**src/rtl/core/iwsm_pkg.sv**
```systemverilog
// Package for the interferer window sample mapper.
// Shared constants, register indexes and entry types; no dependencies.
package iwsm_pkg;
   localparam int MaxEntries = 64;
   localparam int IdxBits = 6;
   localparam int TimeBits = 48;
   localparam int CsrAddrBits = 3;

   localparam logic [CsrAddrBits-1:0] CSR_ENABLE = 3'd0;
   localparam logic [CsrAddrBits-1:0] CSR_COUNT  = 3'd1;
   localparam logic [CsrAddrBits-1:0] CSR_AMPL   = 3'd2;
   localparam logic [CsrAddrBits-1:0] CSR_WINDOW = 3'd3;
   localparam logic [CsrAddrBits-1:0] CSR_PULSE  = 3'd4;
   localparam logic [CsrAddrBits-1:0] CSR_RATE   = 3'd5;

   localparam logic MODE_WRITE = 1'b0;
   localparam logic MODE_TICK  = 1'b1;

   typedef struct packed {
      logic [15:0] angle;
      logic [23:0] distance;
      logic [31:0] period;
   } entry_type;

   typedef struct packed {
      logic        enable;
      logic [6:0]  entry_count;
      logic [15:0] amplitude;
      logic [31:0] window;
      logic [31:0] pulse;
      logic [31:0] rate;
   } cfg_type;
endpackage

```
**src/rtl/core/iwsm_table.sv**
```systemverilog
// Interferer table: one synchronous memory of entries with a registered read.
// Valid bits give all-zero entries after reset. Uses iwsm_pkg.
module iwsm_table (
   input  logic                    clock,
   input  logic                    reset,
   input  logic                    wr_en,
   input  logic [iwsm_pkg::IdxBits-1:0] wr_addr,
   input  iwsm_pkg::entry_type     wr_data,
   input  logic                    rd_en,
   input  logic [iwsm_pkg::IdxBits-1:0] rd_addr,
   output iwsm_pkg::entry_type     rd_data
);
   import iwsm_pkg::*;

   entry_type mem [MaxEntries];
   logic [MaxEntries-1:0] valid_ff;
   entry_type rd_ff;
   logic rd_valid_ff;

   always_ff @(posedge clock) begin
      if (wr_en) begin
         mem[wr_addr] <= wr_data;
      end
      if (rd_en) begin
         rd_ff <= mem[rd_addr];
      end
   end

   always_ff @(posedge clock) begin
      if (reset) begin
         valid_ff <= '0;
         rd_valid_ff <= 1'b0;
      end else begin
         if (wr_en) begin
            valid_ff[wr_addr] <= 1'b1;
         end
         if (rd_en) begin
            rd_valid_ff <= valid_ff[rd_addr];
         end
      end
   end

   assign rd_data = rd_valid_ff ? rd_ff : '0;
endmodule

```
**config.mk**
```make
export PLATFORM = sky130hd
export DESIGN_NAME = iwsm_table
export DESIGN_NICKNAME = d
export VERILOG_FILES = /design/src/rtl/core/iwsm_pkg.sv /design/src/rtl/core/iwsm_table.sv
export SDC_FILE = /design/constraint.sdc
export NUM_CORES = 2
export LEC_CHECK = 0
export BUFFER_PORTS_ARGS = -buffer_cell sky130_fd_sc_hd__buf_2
export CAP_MARGIN = 20
export CELL_PAD_IN_SITES_DETAIL_PLACEMENT = 2
export CELL_PAD_IN_SITES_GLOBAL_PLACEMENT = 2
export CORE_MARGIN = 2
export CORE_UTILIZATION = 56
export DETAILED_ROUTE_END_ITERATION = 16
export HOLD_SLACK_MARGIN = 0.06
export PLACE_DENSITY = 0.9
export SLEW_MARGIN = 20
export SYNTH_ARGS = -nofsm -noshare
export SYNTH_HDL_FRONTEND = slang
export SYNTH_MEMORY_MAX_BITS = 65536
export SYNTH_SLANG_ARGS = --single-unit
```
**constraint.sdc**
```tcl
create_clock -name clock -period 14.65 [get_ports clock]
set_clock_uncertainty 0.15 [all_clocks]
set_input_delay 1.465 -clock clock [delete_from_list [all_inputs] [get_ports clock]]
set_output_delay 1.465 -clock clock [all_outputs]
set_load 0.005 [all_outputs]
```
==> impl_metrics.csv, run 1 <==
group,metric,value,unit
placed_design,dp_hpwl,472000,µm
synthesis,synth_edf_count,4680,
synthesis,synth_top_family_by_area,"multiplexers",
die,ioPinCount,160,
die,dieHeight,570,µm
synthesis,syn-instance-count,6964,
synthesis,synth.area.top_cells,"edfxtp_1, mux4_2, dfxtp_1",
die,die_w,570,µm
synthesis,yosysUniqueCellTypes,32,
run_status,failed_stage,"3_5_place_dp",
synthesis,yosysMostFrequentCell,"edfxtp_1",
synthesis,synthXorXnorAreaFrac,0,%
die,initial_utilization,56.3,%
synthesis,yosysTopAreaCell,"edfxtp_1",
run_status,firstError,"[ERROR DPL-0033] detailed placement checks failed during check placement.",
synthesis,synth_warnings,0,
run_status,outcome,"stopped before the end",
die,rows,207,
synthesis,synth-seq-cells,4745,
synthesis,synth.yosys.seq_area_share,79.1,%
synthesis,syn_nets,7052,
synthesis,synthSimpleGateAreaFrac,0.785,%
synthesis,syn_area_per_cell,25.8,µm²
synthesis,synthMuxAreaShare,19.2,%
synthesis,synth_commonest_cells,"edfxtp_1, mux4_2, clkbuf_1, nor2_1, buf_2",
synthesis,synthAdderAreaFrac,0,%
placed_design,gp_congestion,0.766,
synthesis,ys.flop_type,"edfxtp_1",
synthesis,synth-compound-area-share,0.0774,%
synthesis,netlist.area_leader.share,78.4,%
synthesis,syn-cell-area,179000,µm²
synthesis,synthArstFlopShare,0,%
placed_design,port_buffers,159,
[cell families after synthesis]
| group | count (synthesis) |
|---|---|
| buffers and inverters | 366 |
| AOI/OAI and AO/OA | 18 |
| DFF | 4745 |
| and+or+nand+nor | 305 |
| muxes | 1530 |
[through the flow]
step / hold WS [ns] / setup WS, ns / cells
global placement: 0.292 / 7.81 / 11100
floorplan: 0.282 / 7.03 / 6964
==> run 2, diff against run 1 <==
--- a/config.mk
+++ b/config.mk
@@ -7,13 +7,10 @@
 export LEC_CHECK = 0
 export BUFFER_PORTS_ARGS = -buffer_cell sky130_fd_sc_hd__buf_2
 export CAP_MARGIN = 20
-export CELL_PAD_IN_SITES_DETAIL_PLACEMENT = 2
-export CELL_PAD_IN_SITES_GLOBAL_PLACEMENT = 2
 export CORE_MARGIN = 2
-export CORE_UTILIZATION = 56
+export CORE_UTILIZATION = 40
 export DETAILED_ROUTE_END_ITERATION = 16
-export HOLD_SLACK_MARGIN = 0.06
-export PLACE_DENSITY = 0.9
+export PLACE_DENSITY_LB_ADDON = 0.15
 export SLEW_MARGIN = 20
 export SYNTH_ARGS = -nofsm -noshare
 export SYNTH_HDL_FRONTEND = slang
==> run 2 against run 1 <==
The flow now finishes without violations. Synthesized cell count stayed put. Synthesized area stayed put.
==> impl_metrics.csv, run 2 <==
group,metric,value,unit
synthesis,yosysTopAreaCell,"edfxtp_1",
drt,wl_per_cell,38.6,µm
placed_design,place_area,189000,µm²
die,initial_utilization,40.2,%
placed_design,port_buffers,159,
timing,setup_tns,0,ns
timing,setup-violations-final,0,
final_layout,final_cells,13800,
clock_tree,clk_path_buf_depth,4,
final_layout,top_register,"mem",
grt,grt_overflow_total,0,
synthesis,synthXorXnorAreaFrac,0,%
grt,grt_max_degree,136,
placed_design,dp_cells,12900,
power,seqPwrFrac,53.4,%
grt,first_global_vias,83700,
min_path,hold_path.class,"reg -> reg",
synthesis,synth_warnings,0,
synthesis,synthArstFlopShare,0,%
synthesis,synth-compound-area-share,0.0774,%
clock_tree,cts_tree,"built",
final_layout,nFillCells,36700,
setup_path,arrival,5.99,ns
power,internal_power,22300,µW
synthesis,syn-cell-area,179000,µm²
synthesis,syn_area_per_cell,25.8,µm²
final_layout,area_growth,13.7,%
clock_tree,cts_root_buffer,"clkbuf_16",
placed_design,dp_hpwl,252000,µm
final_layout,multi_input_area,36400,µm²
power,powerDensity,139,nW/µm²
timing,slew_headroom,21.1,%
grt,grt_pass1_wl,724000,µm
power,p_sw,5930,µW
clock_tree,clk_latency,0.99,ns
die,rows,245,
clock_tree,clk_pin_slew,0.06,ns
timing,fin_crit,5.40,ns
power,power_frac_comb,4.3,%
final_layout,largest_reg_flops,4608,
setup_path,crit_fanout,133,
run_status,outcome,"completed",
final_layout,final-seq-area,142000,µm²
clock_tree,holdBufCountCts,0,
timing,fmax,185,MHz
setup_path,critPathRequiredTime,15.25,ns
timing,period_share,36.8,%
grt,grt_usage,23.4,%
drt,vias,83300,
synthesis,synthMuxAreaShare,19.2,%
synthesis,syn_nets,7052,
synthesis,syn-instance-count,6964,
clock_tree,post_cts_buffers,0,
grt,antenna_found_initial,55,
timing,rsz0062_at_grt,"false",
timing,worst_slew_pin_slew,1.18,ns
placed_design,gp_congestion,0.741,
synthesis,synthAdderAreaFrac,0,%
setup_path,path_class,"in -> reg",
die,ioPinCount,160,
clock_tree,cts-buffers-inserted,484,
final_layout,drive_above_1_share,33.4,%
drt,drt_wl_total,533000,µm
die,dieArea,454000,µm²
clock_tree,ctsResizeCount,0,
synthesis,synth.area.top_cells,"edfxtp_1, mux4_2, dfxtp_1",
setup_path,critPathLaunchType,"primary input",
die,core-area,446000,µm²
power,netSwitchingFraction,21.0,%
synthesis,ys.flop_type,"edfxtp_1",
synthesis,synth_commonest_cells,"edfxtp_1, mux4_2, clkbuf_1, nor2_1, buf_2",
synthesis,yosysUniqueCellTypes,32,
synthesis,netlist.area_leader.share,78.4,%
synthesis,synth.yosys.seq_area_share,79.1,%
drt,dr.first_iter.drc_count,10800,
job,cap_violations,0,
timing,hold_viol,0,
drt,firstDrtPassIters,6,
power,vdd_ir_drop_max,0.000118,V
synthesis,yosysMostFrequentCell,"edfxtp_1",
die,dieHeight,674,µm
final_layout,final_common_cell,"edfxtp_1",
setup_path,end_kind,"flip-flop",
synthesis,synth_edf_count,4680,
die,die_w,674,µm
power,p_leak,0.0625,µW
final_layout,nets,7544,
clock_tree,cts_sinks,4745,
synthesis,synth-seq-cells,4745,
synthesis,synth_top_family_by_area,"multiplexers",
power,power.share.clock,42.3,%
synthesis,synthSimpleGateAreaFrac,0.785,%
drt,drc,0,
drt,vias_per_cell,6.02,
clock_tree,htreeDepth,5,
final_layout,finish.instance_area,204000,µm²
final_layout,layout_common_cells,"edfxtp_1, mux4_2, clkbuf_16",
drt,drtAntennaViolNets,0,
timing,drv_slew,0,
final_layout,largestRegisters,"mem: 4608 flops, rd_ff: 72 flops, valid_ff: 64 flops",
==> run 2: cell counts after synthesis <==
No cell type changed its count.
==> run 2: worst paths after layout <==
| kind | startpoint | to | slack [ns] | depth (start not counted) |
|---|---|---|---|---|
| min | valid_ff[32] | valid_ff[32] | 0.32 | 2 |
| min reg2reg | valid_ff[32] | valid_ff[32] | 0.32 | 2 |
| max reg2reg | mem[13][18] | rd_ff[18] | 12.21 | 3 |
| max | rd_addr[2] | rd_ff[51] | 9.25 | 7 |
==> run 2: kinds of logic after synthesis <==
kind of cell | count (synthesis)
buffers and inverters | 366
AND/OR/NAND/NOR | 305
multiplexers | 1530
flip-flops | 4745
AO/OA/AOI/OAI | 18
==> run 2: worst max-delay path, stage by stage <==
cell,delay [ns]
buf_12,0.50
buf_4,0.78
buf_12,0.64
buf_4,0.73
mux4_2,0.43
mux4_2,0.52
mux4_2,0.47
==> run 2: area by class of cell <==
| class | count | area share [%] |
|---|---|---|
| well taps | 5928 | 3.64 |
| clock buffers | 597 | 6.26 |
| repair buffers | 370 | 1.42 |
| clock inverters | 304 | 1.21 |
| flip-flops and latches | 4745 | 69.6 |
| multi-input cells | 1853 | 17.9 |
| inverters | 2 | 0.00368 |
| diodes | 24 | 0.0295 |
==> run 2: per-layer routing <==
layer	global-route usage, %	part of all wire [%]	up-vias
met2	39.1	50	3403
li1	-	-	31600
met1	32.5	41	47600
met3	3.19	6.5	731
met5	0	0.014	-
met4	5.81	2.5	10
==> run 2: power groups by stage <==
| stage | combinational, µW | sequential, µW | clock, µW |
|---|---|---|---|
| 3_3_place_gp | 1210 | 15400 | 0 |
| 6_report | 1210 | 15100 | 11900 |
| 5_1_grt | 1290 | 15100 | 12700 |
| 2_1_floorplan | 733 | 15300 | 0 |
| 4_1_cts | 1230 | 15100 | 12100 |
| 3_5_place_dp | 1230 | 15400 | 0 |
==> run 2: stage by stage <==
step                      hold slack (ns)  power, µW  utilization (%)  setup slack (ns)
after floorplan                     0.282      16100                -              7.03
after global placement              0.293      16600             42.3              8.17
after detailed placement            0.307      16600             42.3              8.15
after CTS                           0.320      28500             45.7              9.25
after global routing                0.347      29000             45.7              9.05
final                               0.318      28200             45.7              9.25
Power figures use the tool's default switching activity.
