$ cat src/rtl/core/iwsm_pkg.sv
// Package for the interferer window sample mapper.
// Shared constants, register indexes and entry types; no dependencies.
package iwsm_pkg;
   localparam int MaxEntries = 64;
   localparam int IdxBits = 6;
   localparam int TimeBits = 48;
   localparam int CsrAddrBits = 3;

   localparam logic [CsrAddrBits-1:0] CSR_ENABLE = 3'd0;
   localparam logic [CsrAddrBits-1:0] CSR_COUNT  = 3'd1;
   localparam logic [CsrAddrBits-1:0] CSR_AMPL   = 3'd2;
   localparam logic [CsrAddrBits-1:0] CSR_WINDOW = 3'd3;
   localparam logic [CsrAddrBits-1:0] CSR_PULSE  = 3'd4;
   localparam logic [CsrAddrBits-1:0] CSR_RATE   = 3'd5;

   localparam logic MODE_WRITE = 1'b0;
   localparam logic MODE_TICK  = 1'b1;

   typedef struct packed {
      logic [15:0] angle;
      logic [23:0] distance;
      logic [31:0] period;
   } entry_type;

   typedef struct packed {
      logic        enable;
      logic [6:0]  entry_count;
      logic [15:0] amplitude;
      logic [31:0] window;
      logic [31:0] pulse;
      logic [31:0] rate;
   } cfg_type;
endpackage

$ cat src/rtl/core/iwsm_divider.sv
// Iterative remainder unit: 48-bit dividend mod 32-bit divisor, one bit a cycle.
// Depends on iwsm_pkg.
module iwsm_divider (
   input  logic                          clock,
   input  logic                          reset,
   input  logic                          start,
   input  logic [iwsm_pkg::TimeBits-1:0] dividend,
   input  logic [31:0]                   divisor,
   output logic                          done,
   output logic [31:0]                   remainder
);
   import iwsm_pkg::*;
   localparam int CntBits = $clog2(TimeBits + 1);

   logic [TimeBits-1:0] num_ff, num_in;
   logic [32:0] rem_ff, rem_in;
   logic [31:0] div_ff;
   logic [CntBits-1:0] cnt_ff, cnt_in;
   logic busy_ff, busy_in;
   logic [32:0] shifted;

   always_comb begin
      num_in = num_ff;
      rem_in = rem_ff;
      cnt_in = cnt_ff;
      busy_in = busy_ff;
      shifted = {rem_ff[31:0], num_ff[TimeBits-1]};
      if (start) begin
         num_in = dividend;
         rem_in = '0;
         cnt_in = CntBits'(TimeBits);
         busy_in = 1'b1;
      end else if (busy_ff) begin
         num_in = {num_ff[TimeBits-2:0], 1'b0};
         rem_in = (shifted >= {1'b0, div_ff}) ? shifted - {1'b0, div_ff} : shifted;
         cnt_in = cnt_ff - 1'b1;
         if (cnt_ff == CntBits'(1)) begin
            busy_in = 1'b0;
         end
      end
   end

   always_ff @(posedge clock) begin
      num_ff <= num_in;
      rem_ff <= rem_in;
      if (start) begin
         div_ff <= divisor;
      end
      if (reset) begin
         busy_ff <= 1'b0;
         cnt_ff <= '0;
      end else begin
         busy_ff <= busy_in;
         cnt_ff <= cnt_in;
      end
   end

   assign done = busy_ff && (cnt_ff == CntBits'(1));
   assign remainder = rem_in[31:0];
endmodule

$ cat config.mk
export PLATFORM = sky130hd
export DESIGN_NAME = iwsm_divider
export DESIGN_NICKNAME = d
export VERILOG_FILES = /design/src/rtl/core/iwsm_pkg.sv /design/src/rtl/core/iwsm_divider.sv
export SDC_FILE = /design/constraint.sdc
export NUM_CORES = 1
export LEC_CHECK = 0
export BUFFER_PORTS_ARGS = -buffer_cell sky130_fd_sc_hd__buf_4
export CAP_MARGIN = 40
export CORE_ASPECT_RATIO = 1.75
export CORE_MARGIN = 3
export CORE_UTILIZATION = 55
export CTS_BUF_LIST = sky130_fd_sc_hd__clkbuf_16
export DETAILED_ROUTE_END_ITERATION = 10
export GPL_ROUTABILITY_DRIVEN = 0
export MAX_ROUTING_LAYER = met4
export PLACE_DENSITY = 0.79
export SLEW_MARGIN = 20
export SYNTH_ARGS = -nofsm -noshare
export SYNTH_HDL_FRONTEND = slang
export SYNTH_SLANG_ARGS = --single-unit
$ cat constraint.sdc
create_clock -name clock -period 6.85 [get_ports clock]
set_clock_uncertainty 0.15 [all_clocks]
set_input_delay 0.3425 -clock clock [delete_from_list [all_inputs] [get_ports clock]]
set_output_delay 0.3425 -clock clock [all_outputs]
set_load 0.1 [all_outputs]
==> results of run 1 <==
==> stage by stage <==
| stage | hold WS [ns] | util | std cells | power, uW | setup WS (ns) |
|---|---|---|---|---|---|
| after detailed placement | 0.343 | 0.655 | 817 | 1330 | 2.56 |
| after global routing | 0.0742 | 0.736 | 883 | 2260 | 1.74 |
| after floorplan | 0.265 | - | 590 | 1210 | 1.39 |
| final | 0.0665 | 0.736 | 883 | 2180 | 2.06 |
| after CTS | 0.0633 | 0.734 | 882 | 2180 | 2.12 |
| after global placement | 0.337 | 0.655 | 817 | 1320 | 2.74 |
==> synth_stat cells, drive strengths merged (7+ instances only) <==
cell     n
nor3     7
inv     46
o21ai   19
and3     7
a21o    13
a21oi   36
buf      7
xor2    10
nand2   41
ha      34
mux2i   16
clkbuf  16
nand4    9
nand3   10
mux2    47
nor2b    7
edfxtp  80
a211oi  23
xnor2   20
nor2    49
dfxtp   39
a311oi  10
==> final cells by class <==
cell class                 count  area [sq um]
clock buffer                  17           425
clock inverter                15           133
fill                         781          2980
inverter                      46           173
multi-input combinational    402          2990
sequential                   119          3180
tap                          132           165
timing repair buffer         152          1240
==> state kept, by name (all words and copies together) (netlist names) <==
name	cells
div_ff	32
rem_ff	32
cnt_ff	6
busy_ff	1
num_ff	48
==> power breakdown <==
group          leakage, uW  switching (uW)  internal (uW)
logic              0.00213             286            188
registers          0.00112            28.1            838
clock network     0.000261             341            498
total              0.00350             654           1520
==> final timing paths <==
path | from | end | slack (ns) | cells after the start
worst max register to register | num_ff[47] | rem_ff[30] | 3.06 | 14
worst max-delay path | num_ff[47] | remainder[30] | 2.06 | 15
worst min register to register | cnt_ff[1] | cnt_ff[1] | 0.36 | 2
worst min-delay path | dividend[0] | num_ff[0] | 0.07 | 2
==> per-layer routing <==
metal  wire length [microns]  up-vias  part of all wire
met3                     875       64             0.058
met5                       0        -                 0
met4                     577        0             0.038
met1                    5730     2386              0.38
li1                        -     2458                 -
met2                    7970      213              0.53
==> worst max-delay path, cell delays in order (launching register included) <==
cell and delay, ns:
edfxtp_1 0.38, inv_1 0.07, ha_1 0.17, inv_1 0.06
fa_1 0.40, a21oi_1 0.20, o221ai_1 0.24, a211oi_1 0.42
a211oi_1 0.24, a311oi_1 0.44, o21ai_0 0.20, xnor2_1 0.17
a21oi_1 0.15, a21oi_1 0.07, o21ai_0 0.32, buf_4 0.36
==> timing repair <==
item / CTS / global route
endpoints found under the hold margin: 37 / 0
hold buffers: 33 / 0
gates resized for setup: 0 / 0
==> kinds of logic after synthesis <==
logic type / count (synthesis) / synth area share
flops: 119 / 0.492
compound gates: 126 / 0.136
mux: 63 / 0.106
buf+inv: 69 / 0.0466
xor+xnor: 30 / 0.0406
fa+ha+maj: 35 / 0.0688
simple gates: 148 / 0.110
==> impl_metrics.json, run 1 <==
{
  "h-tree-depth": 4,
  "firstDrtPassIters": 8,
  "synth_flop_cell": "edfxtp_1",
  "pin_count": 116,
  "worst_skew_pair.late_latency_ns": 0.41,
  "grt_setup_unrepaired": "false",
  "synthTopCellsByArea": "edfxtp_1, dfxtp_1, mux2_2, ha_1, nor2_1",
  "hold_viol_final": 0,
  "grt_pass1_vias": 5455,
  "cts_tree": "built",
  "die_area_sq_um": 13200,
  "synth_fp_nets": 708,
  "drt.antenna.violating_nets": 0,
  "outcome": "completed",
  "num_antenna_cells": 0,
  "clockBufferDepth": 2,
  "cp-start-kind": "flop",
  "dieWidth_microns": 88.0,
  "timing.setup.tns_ns": 0,
  "coreArea_sq_um": 11300,
  "hold_path_class": "in2reg",
  "yosys_register_bits": 119,
  "dpl_cell_area_sq_um": 7400,
  "drt_iter0_drc": 340,
  "synth_top_area_share": 0.371,
  "use_met1": 0.266,
  "fin_crit_sh": 0.699,
  "grt_busiest_layer": "met2",
  "grt_overflow": 0,
  "clock.fmax_mhz": 209,
  "fin_area_sq_um": 8310,
  "layout_common_cells": "buf_4, edfxtp_1, nor2_1, mux2_2, inv_1",
  "final_common_cell": "buf_4",
  "port_buffers": 115,
  "synth_edf_count": 80,
  "die_h_microns": 150,
  "max_slew_margin": 0.467,
  "critPathCaptureType": "primary output",
  "grt_max_degree": 70,
  "worstPathRequired_ns": 6.36,
  "vias": 5121,
  "yosysTopAreaCell": "edfxtp_1",
  "critPathKind": "reg2out",
  "layout_min_cycle_time_ns": 4.79,
  "syn-cell-area_sq_um": 6470,
  "worst_slew_pin_slew_ns": 0.797,
  "yosys_warnings": 0,
  "cts.sinks": 119,
  "route.detailed.drc": 0,
  "fin_nets": 856,
  "syn_area_per_cell_sq_um": 11.0,
  "hpwlAfterDp_microns": 10500,
  "cts_buffers": 17,
  "drt-total-wl_microns": 15100,
  "drv_slew": 0,
  "grt_pass1_wl_microns": 24500,
  "wl_per_cell_microns": 17.2,
  "use_met2": 0.413,
  "viasPerCell": 5.80,
  "irDropWorstVdd_mv": 0.188,
  "layout-drive-gt1-share": 0.282,
  "netlist_instances": 590,
  "setup_viol": 0,
  "arrival_ns": 4.30,
  "synth_cell_types": 60,
  "antenna_found_initial": 0,
  "track_usage": 0.245,
  "cts.clk_slew.worst_paths_ns": 0.06,
  "rows": 51,
  "initial_core_util": 0.573,
  "postCtsSetupBuffers": 0,
  "crit_path_max_fanout": 4,
  "p_per_area_nw_per_um2": 262,
  "met3_usage": 0.0634,
  "p_leak_uw": 0.00350,
  "synth_seq_area_share": 0.492,
  "async_reset_ff_frac": 0,
  "root_buffer": "clkbuf_16",
  "syn2layout_area_growth_pct": 28.4,
  "cap_violations": 0
}
Note: power is estimated with default switching activity, not from simulation.
==> inputs of run 2 (changes only) <==
--- a/config.mk
+++ b/config.mk
@@ -5,16 +5,17 @@
 export SDC_FILE = /design/constraint.sdc
 export NUM_CORES = 1
 export LEC_CHECK = 0
+export ABC_AREA = 1
 export BUFFER_PORTS_ARGS = -buffer_cell sky130_fd_sc_hd__buf_4
 export CAP_MARGIN = 40
 export CORE_ASPECT_RATIO = 1.75
 export CORE_MARGIN = 3
-export CORE_UTILIZATION = 55
+export CORE_UTILIZATION = 52
 export CTS_BUF_LIST = sky130_fd_sc_hd__clkbuf_16
 export DETAILED_ROUTE_END_ITERATION = 10
 export GPL_ROUTABILITY_DRIVEN = 0
 export MAX_ROUTING_LAYER = met4
-export PLACE_DENSITY = 0.79
+export PLACE_DENSITY = 0.77
 export SLEW_MARGIN = 20
 export SYNTH_ARGS = -nofsm -noshare
 export SYNTH_HDL_FRONTEND = slang
==> constraint.sdc (replaced) <==
create_clock -name clock -period 4.4 [get_ports clock]
set_clock_uncertainty 0.15 [all_clocks]
set_input_delay 0.22 -clock clock [delete_from_list [all_inputs] [get_ports clock]]
set_output_delay 0.22 -clock clock [all_outputs]
set_load 0.1 [all_outputs]
==> run 2 against run 1 <==
Synthesized area grew 15%. Sequential power rose by 57%. Wire length increased by 31%. Worst setup slack worse by 1.3 ns. Via count grew 41%. Combinational power rose by 130%. Critical path depth unchanged. Die area is 21% higher. Final cell count increased by 66%. Power is 73% higher. Critical path type unchanged. Largest power group unchanged.
==> impl_metrics.json, run 2 <==
{
  "outcome": "completed",
  "syn2layout_area_growth_pct": 32.0,
  "layout-drive-gt1-share": 0.132,
  "largest_register": "num_ff",
  "synth_edf_count": 80,
  "cpMaxStageDelayCell": "a21oi_2",
  "combPwrFrac": 0.286,
  "num_antenna_cells": 0,
  "cap_violations": 0,
  "yosysMostFrequentCell": "nand2_1",
  "hold_ws_ns": 0.167,
  "cp_top_family": "simple AND/OR/NAND/NOR gates",
  "layout_common_cells": "nand2_1, inv_1, buf_4, nor2_1, dlygate4sd3_1",
  "h-tree-depth": 4,
  "postCtsSetupBuffers": 0,
  "reg_top3": "num_ff (48), div_ff (32), rem_ff (32)",
  "synthTopCellsByArea": "edfxtp_1, nand2_1, dfxtp_1, inv_1, ha_1",
  "cp-start-kind": "flop",
  "worst_slew_pin_slew_ns": 0.719,
  "die_area_sq_um": 15900,
  "crit_path_max_fanout": 26,
  "max_slew_margin": 0.519,
  "synth_fp_nets": 1196,
  "drv_slew": 0,
  "critical-path-max-stage-delay_ns": 0.46,
  "timing.setup.tns_ns": 0,
  "power.share.clock": 0.353,
  "grt_max_degree": 49,
  "syn_area_per_cell_sq_um": 6.93,
  "synth_flop_cell": "edfxtp_1",
  "netlist_instances": 1078,
  "rows": 57,
  "yosys_register_bits": 119,
  "intPower_uw": 2450,
  "synth_commonest_cells": "nand2_1, inv_1, nor2_1",
  "drt-total-wl_microns": 19900,
  "cts.sinks": 119,
  "worst_skew_pair.late_latency_ns": 0.42,
  "seq_power_share": 0.361,
  "grt_overflow": 0,
  "grt_pass1_wl_microns": 32800,
  "wl_per_cell_microns": 13.6,
  "port_buffers": 115,
  "dieWidth_microns": 96.6,
  "drt_iter0_drc": 368,
  "cts_buffers": 17,
  "p_per_area_nw_per_um2": 382,
  "yosys_warnings": 0,
  "grt_setup_unrepaired": "false",
  "hpwlAfterDp_microns": 13600,
  "cts_tree": "built",
  "syn-cell-area_sq_um": 7470,
  "die_h_microns": 165,
  "fillers": 1179,
  "hold_path_class": "in2reg",
  "vias": 7210,
  "critPathKind": "reg2out",
  "ctsResizeCount": 0,
  "track_usage": 0.274,
  "cts_hold_buf": 81,
  "crit_buf_inv": 2,
  "critPathCaptureType": "primary output",
  "swShare": 0.350,
  "arrival_ns": 3.25,
  "final_util": 0.705,
  "irDropWorstVdd_mv": 0.262,
  "p_leak_uw": 0.00519,
  "synth_cell_types": 34,
  "drt.antenna.violating_nets": 0,
  "worstPathRequired_ns": 4.03,
  "grt_pass1_vias": 7209,
  "final_common_cell": "nand2_1",
  "firstDrtPassIters": 5,
  "clock.fmax_mhz": 276,
  "synth_seq_area_share": 0.426,
  "p_sw_uw": 1320,
  "route.detailed.drc": 0,
  "root_buffer": "clkbuf_16",
  "fin_crit_sh": 0.823,
  "fin_nets": 1392,
  "layout_min_cycle_time_ns": 3.62,
  "coreArea_sq_um": 14000,
  "synth_top_area_share": 0.322,
  "cpMostUsedCell": "nand2_1",
  "crit_chain": "ha_1 -> nand2_1 -> inv_1 -> nand2_1 -> nand2_1 -> nand2_1 -> nand2_1 -> nand2_1 -> nand2_1 -> a21oi_2 -> nand2_4 -> nand2_1 -> nand2_1 -> o21ai_0 -> buf_4",
  "antenna_found_initial": 0,
  "async_reset_ff_frac": 0,
  "yosysTopAreaCell": "edfxtp_1",
  "total_power_uw": 3770,
  "setup_viol": 0,
  "initial_core_util": 0.534,
  "largest_reg_flops": 48,
  "pin_count": 116,
  "cts.clk_slew.worst_paths_ns": 0.06,
  "hold_viol_final": 0,
  "clockBufferDepth": 2,
  "viasPerCell": 4.92
}
run 2: logic make-up after synthesis:
logic type,after synthesis,share of synthesized area
flip-flops,119,0.426
XOR/XNOR,18,0.0211
AND/OR/NAND/NOR,653,0.352
adder cells (fa/ha/maj),35,0.0597
buffers and inverters,212,0.112
AO/OA/AOI/OAI,41,0.0298
run 2: area by class of cell:
cell class                 count  area, sq um  area share
tap                          177          221      0.0225
multi-input combinational    747         3450       0.350
timing repair buffer         202         1740       0.177
inverter                     187          702      0.0712
sequential                   119         3180       0.323
clock buffer                  17          425      0.0432
clock inverter                15          131      0.0133
run 2: power groups by stage:
stage / combinational, uW / clock (uW) / sequential, uW
final: 1080 / 1330 / 1360
after global routing: 1190 / 1400 / 1370
after CTS: 1070 / 1340 / 1360
after detailed placement: 1000 / 0 / 1380
after global placement: 994 / 0 / 1380
after floorplan: 773 / 0 / 1370
run 2: worst register-to-register path, stage by stage (launching register included):
cell     delay, ns
dfxtp_1       0.33
ha_1          0.36
nand2_1       0.18
inv_1         0.06
nand2_1       0.06
nand2_1       0.06
nand2_1       0.06
nand2_1       0.06
nand2_1       0.06
nand2_1       0.07
a21oi_2       0.46
nand2_4       0.33
nand2_1       0.20
nand3_1       0.08
nand2_1       0.06
inv_1         0.06
run 2: path summary, 6_finish.rpt:
path                    from            to  slack [ns]  cells past startpoint
setup / recovery  rem_ff[18]  remainder[5]        0.78                     15
hold / removal         start    div_ff[18]        0.17                      1
setup reg to reg  rem_ff[18]    rem_ff[21]        1.66                     15
hold reg to reg    cnt_ff[0]     cnt_ff[0]        0.35                      2
run 2: routing by layer:
layer  routed length [microns]  vias up  GRT usage
met5                         0        -          -
li1                          -     3683          -
met2                     10900      220      0.496
met3                       940       64     0.0451
met4                       825        0      0.126
met1                      7260     3243      0.281
run 2: through the flow:
stage | cell area (sq um) | setup WS (ns) | cells
2_1_floorplan | 7470 | 0.211 | 1078
3_5_place_dp | 8470 | 1.22 | 1350
3_3_place_gp | 8450 | 1.25 | 1349
5_1_grt | 9850 | 0.467 | 1464
6_report | 9850 | 0.780 | 1464
4_1_cts | 9840 | 0.744 | 1463
