File: src/rtl/core/iwsm_sampler.sv
// Sample index unit: |rem - (window - pulse)| times Q16.16 rate, floored and
// saturated to 32 bits, accumulated from four 17x16 partial products.
module iwsm_sampler (
   input  logic        clock,
   input  logic        reset,
   input  logic        start,
   input  logic [31:0] rem,
   input  logic [31:0] window,
   input  logic [31:0] pulse,
   input  logic [31:0] rate,
   output logic        done,
   output logic [31:0] sample
);
   logic [33:0] offset, diff;
   logic [32:0] mag_in, mag_ff;
   logic [31:0] rate_ff;
   logic [2:0] step_ff;
   logic busy_ff;
   logic [65:0] acc_ff;
   logic [32:0] part;
   logic [15:0] rpart;
   logic [48:0] prod;

   always_comb begin
      offset = {2'b0, window} - {2'b0, pulse};
      diff = {2'b0, rem} - offset;
      mag_in = diff[33] ? 33'(-diff) : diff[32:0];
      part = step_ff[0] ? {16'b0, mag_ff[32:16]} : {17'b0, mag_ff[15:0]};
      rpart = step_ff[1] ? rate_ff[31:16] : rate_ff[15:0];
      prod = part[16:0] * rpart;
   end

   always_ff @(posedge clock) begin
      if (start) begin
         mag_ff <= mag_in;
         rate_ff <= rate;
         acc_ff <= '0;
      end else if (busy_ff && !step_ff[2]) begin
         acc_ff <= acc_ff + (66'(prod) << (16 * ({1'b0, step_ff[0]} + {1'b0, step_ff[1]})));
      end
      if (reset) begin
         busy_ff <= 1'b0;
         step_ff <= '0;
      end else if (start) begin
         busy_ff <= 1'b1;
         step_ff <= '0;
      end else if (busy_ff) begin
         step_ff <= step_ff + 1'b1;
         if (step_ff == 3'd4) begin
            busy_ff <= 1'b0;
         end
      end
   end

   assign done = busy_ff && (step_ff == 3'd4);
   assign sample = (acc_ff[65:48] != '0) ? 32'hFFFF_FFFF : acc_ff[47:16];
endmodule

File: config.mk
export PLATFORM = sky130hd
export DESIGN_NAME = iwsm_sampler
export DESIGN_NICKNAME = d
export VERILOG_FILES = /design/src/rtl/core/iwsm_sampler.sv
export SDC_FILE = /design/constraint.sdc
export NUM_CORES = 1
export LEC_CHECK = 0
export BUFFER_PORTS_ARGS = -buffer_cell sky130_fd_sc_hd__clkbuf_2
export CAP_MARGIN = 20
export CORE_MARGIN = 8
export CORE_UTILIZATION = 56
export CTS_BUF_LIST = sky130_fd_sc_hd__clkbuf_8 sky130_fd_sc_hd__clkbuf_16
export DETAILED_ROUTE_END_ITERATION = 10
export PLACE_DENSITY_LB_ADDON = 0.25
export SETUP_SLACK_MARGIN = 0.1
export SLEW_MARGIN = 30
export SYNTH_ARGS = -nofsm -noshare
export SYNTH_HDL_FRONTEND = slang
export SYNTH_SLANG_ARGS = --single-unit
File: constraint.sdc
create_clock -name clock -period 9.55 [get_ports clock]
set_clock_uncertainty 0.1 [all_clocks]
set_input_delay 1.91 -clock clock [delete_from_list [all_inputs] [get_ports clock]]
set_output_delay 1.91 -clock clock [all_outputs]
set_load 0.01 [all_outputs]
==> out/qor.txt, run 1 <==
Outcome - finished, final reports clean
Final RePlAce weighted congestion - 0.9533
TritonCTS clock tree - built
Die area - 46240 µm²
Vias - 20.76k
DRT iter0 DRCs - 1523
Fin. Hold Viols - 0
Multi-input gate area - 18280 µm²
Clock slew at reported path FFs - 0.07 ns
First-pass detailed-route iteration total - 7
Chip width - 215.0 µm
Core ar. - 39460 µm²
Register area share after synthesis - 15.12%
Setup_tns - 0 ns
Area grow syn2layout - 19.04%
Netlist cell types - 80
Critical path startpoint category - flop
ANT nets after route - 0
Post-synthesis cell area - 22180 µm²
Routed WL - 70350 µm
Post-Syn Area per Cell - 8.201 µm²
Async SR Flop Fraction - 0%
Initial antenna violation count - 1
Most area-hungry cell type in the Yosys netlist - fa_1
Final setup viols - 0
# diodes - 0
Vias in the first global route - 20.63k
Synth top cells by count - nand2_1 (359), inv_1 (301), nor2_1 (253)
CP max stage cell - fa_2
Largest net degree at the start of global routing - 65
Starting density of the core - 56.22%
CTS buffer count - 17
Max-Cap Viols - 0
Fin nets - 3563
# rows - 73
Clk buf depth - 2
CP peak stage delay - 0.60 ns
Post-synth top area share - 19.04%
Max_slew headroom - 42.72%
Ratio of final minimum period to clock period - 97.35%
RSZ-0062 raised after global routing - true
Crit Path Max Fanout - 6
Port buffer count - 163
Fillers - 3362
Die Height - 215.0 µm
DRC errors left - 0
Yosys warning total - 0
Worst setup EP type - flop
Synth Flop Type - dfxtp_1
Fmax achieved - 0.1076 GHz
HPWL Detailed - 56610 µm
Storage cell area - 3361 µm²
H-tree Lvls - 4
Root buffer cell - clkbuf_16
Synth Register Bits - 135
Avg WL per Cell - 19.98 µm
Via/cell ratio - 5.894
Synth area leaders - fa_1 (19%), ha_1 (13%), edfxtp_1 (8.8%)
First-pass GRT wire length - 108600 µm
CTS Sinks - 135
Tightest Hold Check Type - flop to flop
Most used cell along the critical path - a21o_1
Least-Margin Pin Slew - 0.8592 ns
Number of enable flip-flop cells after synthesis - 65
Cell count after synthesis - 2705
All-layer global routing usage - 29.17%
Arr. time, crit path - 9.57 ns
Gr ovfl total - 0
Share of cells above drive strength 1 - 19.35%
Pins Over Slew Limit - 0
Syn Nets - 3284
WP data required - 9.83 ns
Hold buffers post-CTS - 0
WS Path Type - flop to flop
Top-count cell post-synth - nand2_1
I/O pin count - 164
Clk_lat worst skew - 0.49 ns
Post-layout min period - 9.297 ns
routing by layer:
metal	global-route usage [%]	routed length, µm
met3	4.916	4293
met5	0	15
met1	37.99	30060
met4	9.828	2336
met2	48.74	33640
stage by stage:
stage / util, % / hold WS, ns / worst slack (ns) / std cells / instance area (µm²)
finish: 66.92 / 0.3635 / 0.2530 / 3522 / 26410
floorplan: - / 0.3362 / 0.1470 / 2705 / 22220
global route: 66.92 / 0.3883 / -0.003036 / 3522 / 26410
CTS: 63.85 / 0.3651 / 0.04667 / 3479 / 25190
detailed placement: 61.90 / 0.3557 / -0.09728 / 3440 / 24420
global placement: 61.90 / 0.3425 / 0.1020 / 3440 / 24420
cell usage in the layout (no fill, tap or decap), types with 22 or more instances in the layout:
cell type,n
xor2_1,76
nor2_1,245
clkbuf_2,162
xnor2_1,90
buf_4,166
a21oi_2,22
dfxtp_1,68
a21o_1,91
ha_1,219
o21ai_0,92
a21oi_1,168
fa_1,201
mux2_4,22
mux2i_1,31
inv_1,294
and2_1,33
edfxtp_1,65
nand2_1,358
nand2b_1,57
nand3_1,36
nor3_1,25
flip-flops by register name, summed over array words and instances (netlist names):
register and cells:
step_ff 3, mag_ff 33, acc_ff 66, busy_ff 1, rate_ff 32
cell families (layout without fill, tap and decap cells):
logic type                 count (synthesis)  count (layout)  share of synthesized area (%)
DFF                                      135             135                          15.12
muxes                                     80              83                          3.807
xor gates and xnor gates                 170             170                          6.712
adders and majority gates                448             448                          32.41
AOI/OAI and AO/OA                        592             592                          17.22
buffers and inverters                    395             684                          6.701
and+or+nand+nor                          885             885                          18.03
cell type report:
| type | count | area share (%) |
|---|---|---|
| Tap cell | 525 | 2.488 |
| Clock inverter | 15 | 0.5259 |
| Clock buffer | 17 | 1.611 |
| Multi-Input combinational cell | 2178 | 69.23 |
| Timing Repair Buffer | 350 | 9.126 |
| Inverter | 302 | 4.293 |
| Sequential cell | 135 | 12.73 |
worst paths after layout:
check,startpoint,to,slack [ns],cells past startpoint
worst max-delay path,step_ff[1],acc_ff[65],0.25,34
worst min-delay path,acc_ff[0],acc_ff[0],0.36,2
worst max register to register,step_ff[1],acc_ff[65],0.25,34
worst min register to register,acc_ff[0],acc_ff[0],0.36,2
worst max-delay path, delay by kind of cell, from the launching register on:
kind / cells / cell delay [ns]
AOI/OAI and AO/OA: 13 / 2.49
and+or+nand+nor: 5 / 0.87
adders and majority gates: 8 / 3.65
muxes: 3 / 0.79
xor gates and xnor gates: 1 / 0.25
buffers and inverters: 4 / 0.57
DFF: 1 / 0.45
what timing repair did:
action                                  in CTS  in global routing
pin swaps                                   11                 78
resized for setup                           31                171
gates cloned                                 1                  5
buffers inserted                             6                 38
endpoints found under the setup margin      15                 29
Power of run 1 is not shown: default switching activity piles up to over one toggle a cycle in this logic, so the estimate is an artifact.
==> inputs of run 2 (changes only) <==
- PLACE_DENSITY: unset -> 0.8
- PLACE_DENSITY_LB_ADDON: 0.25 -> unset
==> run 2 against run 1 <==
Effect of this change:
- cell area is 2.1% lower
- core utilization is 1.4 points lower
- flip-flop and latch count unchanged
- count of clock-buffer cells in the layout rose by 2
- final cell count is 1.1% lower
- critical endpoint unchanged
- fmax up 0.50%
- routed wire length down 1.4%
==> out/qor.txt, run 2 (synthesis gave the netlist of run 1 again) <==
Die area - 46240 µm²
Vias - 20.75k
WHS Path Cells - 2
Worst r2r path cells - 32
WP data required - 9.82 ns
# rows - 73
Biggest register - acc_ff
Fmax achieved - 0.1081 GHz
Hold_sp - acc_ff[2]
Number of flip-flops in the largest register - 66
Worst r2r dst - acc_ff[65]
Largest net degree at the start of global routing - 71
H-tree Lvls - 4
ANT nets after route - 0
Post-layout min period - 9.250 ns
Post-Route Utilization - 65.53%
Share of cells above drive strength 1 - 16.69%
Met2 Wirelength - 32550 µm
Root buffer cell - clkbuf_16
Max-Cap Viols - 0
RSZ-0062 raised after global routing - true
Final setup viols - 0
Clk_lat worst skew - 0.49 ns
Pins Over Slew Limit - 0
TritonCTS clock tree - built
Arr. time, crit path - 9.52 ns
WS Path Type - flop to flop
WHS Endpoint - acc_ff[2]
Die Height - 215.0 µm
First-pass detailed-route iteration total - 5
Fin. Hold Viols - 0
Final worst setup slack - 0.2997 ns
Avg WL per Cell - 19.91 µm
CTS Sinks - 135
HPWL Detailed - 55500 µm
All-layer global routing usage - 28.67%
Leading registers by flop count - acc_ff x66, mag_ff x33, rate_ff x32
Routed wl met3 - 5172 µm
R2R Path Start - step_ff[0]
CP peak stage delay - 0.64 ns
Max_slew headroom - 40.88%
Pre-CTS setup slack - -0.1020 ns
Hold buffers post-CTS - 0
Core ar. - 39460 µm²
Most frequent cells in the layout - nand2_1 (357), inv_1 (302), nor2_1 (252)
Gr ovfl total - 0
Initial antenna violation count - 0
Setup_tns - 0 ns
Setup crit start - step_ff[0]
Worst setup EP type - flop
DRC errors left - 0
# diodes - 0
Clk buf depth - 2
Fin nets - 3525
Critical path startpoint category - flop
Met1 Wirelength - 29060 µm
Top sig layer - met5
Area grow syn2layout - 16.57%
Chip width - 215.0 µm
Starting density of the core - 56.22%
Outcome - finished, final reports clean
First-pass GRT wire length - 107000 µm
Clock slew at reported path FFs - 0.06 ns
Least-Margin Pin Slew - 0.8868 ns
Via/cell ratio - 5.956
Vias in the first global route - 20.33k
Ratio of final minimum period to clock period - 96.86%
Tightest Hold Check Type - flop to flop
Routed WL - 69370 µm
R2R setup slack - 0.30 ns
Commonest non-fill, non-tap cell in the layout - nand2_1
Final RePlAce weighted congestion - 0.9975
DRT iter0 DRCs - 1753
CTS buffer count - 17
Port buffer count - 163
Crit Path Max Fanout - 14
Final Hold Slack - 0.3628 ns
I/O pin count - 164
CP max stage cell - fa_2
-- run 2: changes by cell type in the layout (fill, tap and decap cells not counted), moves of 6 or more --
cell     previous run  this run
nor2_2              7         1
a21oi_2            22        15
inv_1             294       302
mux2i_1            31        37
ha_4               13         4
a21oi_1           168       177
inv_2               7         0
ha_1              219       228
nor2_1            245       252
buf_4             166       130
-- run 2: worst max-delay path by stage --
stage,endpoint,slack (ns),cells after the start
after floorplan,acc_ff[65],0.15,37
after global placement,acc_ff[65],0.11,36
after detailed placement,acc_ff[65],-0.10,34
after CTS,acc_ff[65],0.10,34
after global routing,acc_ff[60],-0.06,39
final,acc_ff[65],0.30,32
-- run 2: through the flow --
| step | instance area [µm²] | instances |
|---|---|---|
| 2_1_floorplan | 22220 | 2705 |
| 3_3_place_gp | 24120 | 3398 |
| 3_5_place_dp | 24120 | 3398 |
| 4_1_cts | 24920 | 3433 |
| 5_1_grt | 25860 | 3484 |
| 6_report | 25860 | 3484 |
-- run 2: final cells by class --
cell class              instances  area (µm²)
clock buffers                  19       464.2
well taps                     525       656.9
clock inverters                13       150.1
repair buffers                312        2133
flip-flops and latches        135        3361
fillers                      3330       13600
multi-input cells            2178       17960
inverters                     302        1134
-- run 2: worst max-delay path, delay by kind of cell, from the launching register on --
kind            cells  cell delay, ns
mux                 3            0.95
fa+ha+maj           8            3.65
xor+xnor            1            0.23
simple gates        5            1.08
buf+inv             2            0.21
compound gates     13            2.52
flops               1            0.41
-- run 2: per-layer routing --
metal,vias to the layer above,GRT usage (%)
met3,184,5.758
met5,-,0
met2,880,47.45
li1,9659,-
met4,2,10.33
met1,10030,36.87
-- run 2: repair_timing --
item | CTS | global route
pin swaps | 2 | 54
gates resized for setup | 27 | 117
setup endpoints to repair | 10 | 30
gates cloned | 2 | 5
buffers inserted | 1 | 46
Power of run 2 is left out for the same reason.
==> inputs of run 3 (changes only) <==
- CELL_PAD_IN_SITES_DETAIL_PLACEMENT: unset -> 0
- CELL_PAD_IN_SITES_GLOBAL_PLACEMENT: unset -> 1
- CORE_UTILIZATION: 56 -> 43
- PLACE_DENSITY: 0.8 -> 0.81
- SLEW_MARGIN: 30 -> unset
==> run 3 against run 2 <==
Effect of this change:
- flip-flop and latch count unchanged
- setup slack improved by 0.068 ns
- final cell count increased by 5.8%
- via count decreased by 2.5%
- count of clock-buffer cells in the layout unchanged
- core utilization decreased by 14 points
- critical path depth increased by 3
- critical path type unchanged
- critical endpoint is now acc_ff[60]
- highest routed layer unchanged
==> out/qor.txt, run 3 (synthesis gave the netlist of run 1 again) <==
Max-Cap Viols - 0
Routed WL - 69200 µm
Fin nets - 3574
Avg WL per Cell - 18.77 µm
Critical path startpoint category - flop
Die area - 59110 µm²
Final Hold Slack - 0.3588 ns
Via/cell ratio - 5.487
TritonCTS clock tree - built
H-tree Lvls - 4
Final setup viols - 0
Arr. time, crit path - 9.50 ns
DRT iter0 DRCs - 1270
Commonest non-fill, non-tap cell in the layout - nand2_1
Core ar. - 51200 µm²
Tightest Hold Check Type - flop to flop
Most frequent cells in the layout - nand2_1 (355), inv_1 (305), nor2_1 (250)
Post-layout min period - 9.182 ns
Final RePlAce weighted congestion - 0.9499
Leading registers by flop count - acc_ff x66, mag_ff x33, rate_ff x32
Crit Path Max Fanout - 8
CTS Sinks - 135
Least-Margin Pin Slew - 1.003 ns
Crit-path leading delay family - adder cells
Most used cell along the critical path - fa_1
ANT nets after route - 0
RSZ-0062 raised after global routing - false
HPWL Detailed - 57700 µm
Chip width - 243.1 µm
R2R setup slack - 0.37 ns
Ratio of final minimum period to clock period - 96.15%
All-layer global routing usage - 22.73%
Fmax achieved - 0.1089 GHz
Share of cells above drive strength 1 - 18.86%
Biggest register - acc_ff
Fin. Hold Viols - 0
Setup crit start - step_ff[0]
CP bufs+invs - 8
Number of flip-flops in the largest register - 66
Clock slew at reported path FFs - 0.06 ns
Largest net degree at the start of global routing - 62
CTS buffer count - 17
Area grow syn2layout - 18.88%
Port buffer count - 163
First-pass GRT wire length - 107900 µm
Hold_sp - acc_ff[6]
# diodes - 0
R2R Path Start - step_ff[0]
Gr ovfl total - 0
Root buffer cell - clkbuf_16
WS Path Type - flop to flop
Clk buf depth - 2
Initial antenna violation count - 2
Die Height - 243.1 µm
DRC errors left - 0
Clk_lat worst skew - 0.48 ns
Post-placement cell count - 3613
Finished Layout Cells - 3687
CP peak stage delay - 0.55 ns
I/O pin count - 164
Design Area, Final - 26370 µm²
WP data required - 9.87 ns
CP max stage cell - fa_1
Vias - 20.23k
Max_slew headroom - 32.77%
Worst setup EP type - flop
# rows - 83
Pins Over Slew Limit - 0
Starting density of the core - 43.33%
Vias in the first global route - 20.39k
Outcome - finished, final reports clean
Placed standard-cell area - 24780 µm²
First-pass detailed-route iteration total - 5
==> run 3: path summary, 6_finish.rpt <==
kind                 to  cells past startpoint
min           acc_ff[6]                      2
max reg2reg  acc_ff[60]                     35
max          acc_ff[60]                     35
min reg2reg   acc_ff[6]                      2
==> run 3: what timing repair did <==
action,in CTS,in global routing
pin swaps,1,52
resized for setup,18,137
cloned,1,4
hold buffers,0,0
setup endpoints to repair,14,32
buffers inserted,1,37
==> run 3: through the flow <==
| stage | utilization (%) | TNS [ns] | setup WS (ns) |
|---|---|---|---|
| after floorplan | - | 0 | 0.1470 |
| after global placement | 48.40 | 0 | 0.06974 |
| after detailed placement | 48.40 | -0.03302 | -0.03198 |
| after CTS | 49.71 | 0 | 0.07837 |
| after global routing | 51.51 | 0 | 0.02821 |
| final | 51.51 | 0 | 0.3676 |
==> run 3: per-layer routing <==
layer  global-route usage, %  vias up  part of all wire (%)  wire, µm
li1                        -     9753                     -         -
met1                   29.03     9756                    44     30340
met2                   37.65      582                    47     32500
met3                   4.393      138                   5.7      3955
met4                   8.780        2                   3.4      2386
met5                       0        -                 0.019        13
==> run 3: cell type report <==
cell class                 instances  area [µm²]
sequential                       135        3361
tap                              680       850.8
inverter                         302        1134
timing repair buffer             363        2464
clock buffer                      19       464.2
fill                            4938       24830
clock inverter                    12       87.58
multi-input combinational       2176       18010
==> run 3: tightest hold or removal path, cell delays in order, from the launching register on <==
cell,delay (ns)
dfxtp_1,0.31
nand2_1,0.05
a21oi_1,0.05
Power of run 3 is left out for the same reason.
